### config.mk
export PLATFORM = sky130hd
export DESIGN_NAME = pss_divider
export DESIGN_NICKNAME = d
export VERILOG_FILES = /design/src/sv/pss_pkg.sv /design/src/sv/pss_divider.sv
export SDC_FILE = /design/constraint.sdc
export NUM_CORES = 1
export LEC_CHECK = 0
export BUFFER_PORTS_ARGS = -buffer_cell sky130_fd_sc_hd__buf_4
export CORE_ASPECT_RATIO = 1.5
export CORE_UTILIZATION = 55
export DETAILED_ROUTE_END_ITERATION = 8
export PLACE_DENSITY = 0.79
export SYNTH_ARGS = -nofsm -noshare
export SYNTH_HDL_FRONTEND = slang
export SYNTH_SLANG_ARGS = --single-unit
### constraint.sdc
create_clock -name clk -period 5.4 [get_ports clk]
set_input_delay 0.54 -clock clk [delete_from_list [all_inputs] [get_ports clk]]
set_output_delay 0.54 -clock clk [all_outputs]
set_load 0.01 [all_outputs]
### src/sv/pss_pkg.sv
// Shared types and constants for the phased slot scheduler.
package pss_pkg;

  localparam int unsigned WORD_W   = 32;
  localparam int unsigned PORT_W   = 4;
  localparam int unsigned STATUS_W = 3;

  localparam logic [STATUS_W-1:0] ST_OK        = 3'd0;
  localparam logic [STATUS_W-1:0] ST_FULL      = 3'd1;
  localparam logic [STATUS_W-1:0] ST_ORDER     = 3'd2;
  localparam logic [STATUS_W-1:0] ST_BAD_PORT  = 3'd3;
  localparam logic [STATUS_W-1:0] ST_UNCONN    = 3'd4;
  localparam logic [STATUS_W-1:0] ST_BEYOND    = 3'd5;
  localparam logic [STATUS_W-1:0] ST_CTX_SMALL = 3'd6;

  localparam logic REG_PERIOD_LEN = 1'b0;
  localparam logic REG_PORT_MASK  = 1'b1;

  localparam logic OP_REGISTER = 1'b0;
  localparam logic OP_TICK     = 1'b1;

  localparam logic [WORD_W-1:0] TICK_RESET  = 32'hFFFF_FFFF;
  localparam logic [WORD_W-1:0] CYCLE_RESET = 32'd1000;

  typedef struct packed {
    logic              start;
    logic [WORD_W-1:0] dividend;
    logic [WORD_W-1:0] divisor;
  } div_req_t;

  typedef struct packed {
    logic              done;
    logic [WORD_W-1:0] quotient;
    logic [WORD_W-1:0] remainder;
  } div_rsp_t;

endpackage

### src/sv/pss_divider.sv
// Radix-2 restoring divider, one quotient bit per cycle.
module pss_divider
  import pss_pkg::*;
(
  input  logic     clk,
  input  logic     rst,
  input  div_req_t req,
  output div_rsp_t rsp
);

  logic [WORD_W-1:0] quo, rem, dsr;
  logic [5:0]        cnt;
  logic              busy;
  logic              done;
  logic [WORD_W:0]   trial;

  assign trial = {rem, quo[WORD_W-1]} - {1'b0, dsr};

  always_ff @(posedge clk) begin
    if (rst) begin
      busy <= 1'b0;
      done <= 1'b0;
      cnt  <= '0;
    end else begin
      done <= 1'b0;
      if (req.start) begin
        busy <= 1'b1;
        cnt  <= 6'(WORD_W);
        quo  <= req.dividend;
        rem  <= '0;
        dsr  <= req.divisor;
      end else if (busy) begin
        if (trial[WORD_W]) begin
          rem <= {rem[WORD_W-2:0], quo[WORD_W-1]};
          quo <= {quo[WORD_W-2:0], 1'b0};
        end else begin
          rem <= trial[WORD_W-1:0];
          quo <= {quo[WORD_W-2:0], 1'b1};
        end
        cnt <= cnt - 6'd1;
        if (cnt == 6'd1) begin
          busy <= 1'b0;
          done <= 1'b1;
        end
      end
    end
  end

  assign rsp = {done, quo, rem};

endmodule
==> impl_metrics.yaml <==
route:
  firstDrtPassIters: 4
  viasPerCell: 5.82
  wl_per_cell_um: 17.1
  drt.antenna.violating_nets: 0
  postRouteWirelength_um: 14300
  drc_errors: 0
  via_count: 4888
  drtIter0Drc: 312
setup_path:
  critPathMaxStageDelay_ns: 0.79
  worst_setup_path_end_kind: "flop"
  path_max_fanout: 29
  cp_num_buf_inv: 1
  crit_family: "simple AND/OR/NAND/NOR gates"
  critPathRequiredTime_ns: 5.56
  crit_chain: "inv_1 -> ha_1 -> fa_1 -> nor2b_2 -> o31ai_4 -> a211o_1 -> a31oi_1 -> a31oi_1 -> nand2_1 -> nand2_1 -> o32ai_1"
  cp-start-kind: "flop"
  cp_slowest_cell: "nand2_1"
  criticalPathCategory: "reg -> reg"
  critPathArrivalTime_ns: 3.91
placement:
  preCtsSetupSlack_ns: 1.64
  io_buffer_count: 131
  dp_hpwl_um: 10800
  dp_cells: 824
  gp_congestion: 0.910
  placed_area_mm2: 0.00713
clock_network:
  clock-sinks: 104
  cts_root_buf: "clkbuf_16"
  insertion_delay_ns: 0.35
  cts_setup_buffers: 0
  cts_max_level: 3
  postCtsHoldBufs: 0
  cts_buffers: 9
  tritoncts: "built"
  clock_path_buffers: 2
  clk_pin_slew_ns: 0.07
  cts-resized-gates: 0
synthesis:
  syn_inst: 569
  synth_ff_type: "edfxtp_1"
  async_flop_share_pct: 0
  ys_ff_latch: 104
  synth_area_leaders: "edfxtp_1, ha_1, mux2_2, a21oi_1, nand2_1"
  synth_edf_count: 96
  syn_area_per_cell_um2: 10.7
  ys_warn_count: 0
  yosys.area.top_type: "edfxtp_1"
  synth_nets: 671
  synth_area_mm2: 0.00607
  ys_seq_area_share_pct: 50.1
  synth.top_cell.area_share_pct: 47.5
  synth_cell_type_count: 63
final_layout:
  syn2layout_area_growth_pct: 22.2
  drive_above_1_share_pct: 28.0
  final_cells: 840
  fin_area_mm2: 0.00741
  n_antenna_cell: 0
  nets: 793
timing:
  skew_ns: 0.0107
  fin_crit_ns: 3.75
  finalCritPeriodShare_pct: 69.5
  setup_viol: 0
  max_freq_mhz: 266
  worst_slack_ns: 1.65
  slew-limit-headroom_pct: 27.9
  slew_viol_final: 0
  grt_setup_unrepaired: "false"
  hold_viol_final: 0
  fin_tns_setup_ns: 0
  tightest_slew_ns: 1.08
floorplanning:
  die_area_mm2: 0.0115
  ioPinCount: 132
  die_w_um: 87.8
  core_area_mm2: 0.0106
  rows: 46
  initial_core_util_pct: 57.0
  die_h_um: 131
run:
  drv_cap: 0
power:
  peakVddDrop_uv: 182
  power_mw: 2.35
  p_per_area_mw_per_mm2: 317
  leakagePower_nw: 3.10
grt:
  grt_pass1_vias: 5060
  grt_pass1_wl_um: 23100
  antenna_found_initial: 0
  grt_max_degree: 63
  gr-total-overflow: 0
  gr-usage-all-layers_pct: 26.3
outcome:
  status: "complete, no violations"
hold_path:
  min_path_type: "in -> reg"
through the flow:
step / util (%) / hold WS [ns]
floorplan: - / 0.467
global placement: 67.0 / 0.479
detailed placement: 67.0 / 0.502
CTS: 69.6 / 0.353
global route: 69.6 / 0.351
finish: 69.6 / 0.359
layer usage:
metal / track usage [%] / vias to the layer above / share of wire, %
li1: - / 2355 / -
met1: 27.6 / 2312 / 36
met2: 48.7 / 192 / 54
met3: 4.90 / 29 / 6.2
met4: 14.6 / 0 / 3.3
met5: 0 / - / 0
placed cells by master, fill, tap and decap left out, types with 2 or more instances in the layout:
master	instances
edfxtp_1	96
inv_1	43
o32ai_1	2
dfxtp_1	8
a2111oi_0	2
xnor2_1	11
o21a_1	9
o2111ai_1	3
or3_1	3
nor2_1	45
inv_4	2
or2_2	2
clkbuf_16	9
and3_1	5
a311o_1	2
nor3_1	13
a211oi_2	2
o21ai_1	4
ha_1	34
a31oi_1	9
nand2b_1	3
nand3_1	21
a21o_1	11
o21ai_0	23
xor2_1	10
nand4_1	6
nor2b_1	3
nand2_1	55
a211oi_1	9
a21oi_1	42
buf_4	134
a221o_1	2
mux2_2	32
o211ai_1	6
a211o_1	2
power by group:
| part | switching (mW) | internal, mW |
|---|---|---|
| clock network | 0.295 | 0.330 |
| logic | 0.405 | 0.306 |
| registers | 0.0442 | 0.972 |
synth_stat cells (5+ instances only):
cell type,count
mux2_2,32
a31oi_1,9
xor2_1,10
dfxtp_1,8
o211ai_1,6
a21oi_1,42
inv_1,43
a21o_1,11
nand4_1,6
nor3_1,13
a211oi_1,9
o21ai_0,23
clkbuf_1,10
nand3_1,21
nand2_1,55
o21a_1,9
xnor2_1,11
edfxtp_1,96
ha_1,34
and3_1,5
nor2_1,47
path summary, 6_finish.rpt:
path / startpoint / endpoint / slack [ns] / cells past startpoint
max: quo[31] / rem[29] / 1.65 / 11
min: req[1] / dsr[1] / 0.36 / 1
max reg2reg: quo[31] / rem[29] / 1.65 / 11
min reg2reg: cnt[0] / cnt[0] / 0.52 / 2
layout make-up:
type	count	area, um^2
Clock buffer	11	243
Clock inverter	5	37.5
Fill cell	830	3230
Inverter	44	165
Multi-Input combinational cell	398	2740
Sequential cell	104	3040
Tap cell	144	180
Timing Repair Buffer	134	1010
cell families (layout without fill, tap and decap cells):
group / after synthesis / in the layout / synth area share (%)
AO/OA/AOI/OAI: 141 / 141 / 15.6
XOR/XNOR: 21 / 21 / 3.03
adder cells (fa/ha/maj): 35 / 35 / 7.34
buffers and inverters: 67 / 194 / 4.89
flip-flops: 104 / 104 / 50.1
multiplexers: 32 / 32 / 5.94
AND/OR/NAND/NOR: 169 / 169 / 13.0
state kept, by name (all words and copies together), names as in the netlist:
signal and flops:
busy 1, cnt 6, done 1, dsr 32, quo 32, rem 32
Power figures use the tool's default switching activity.
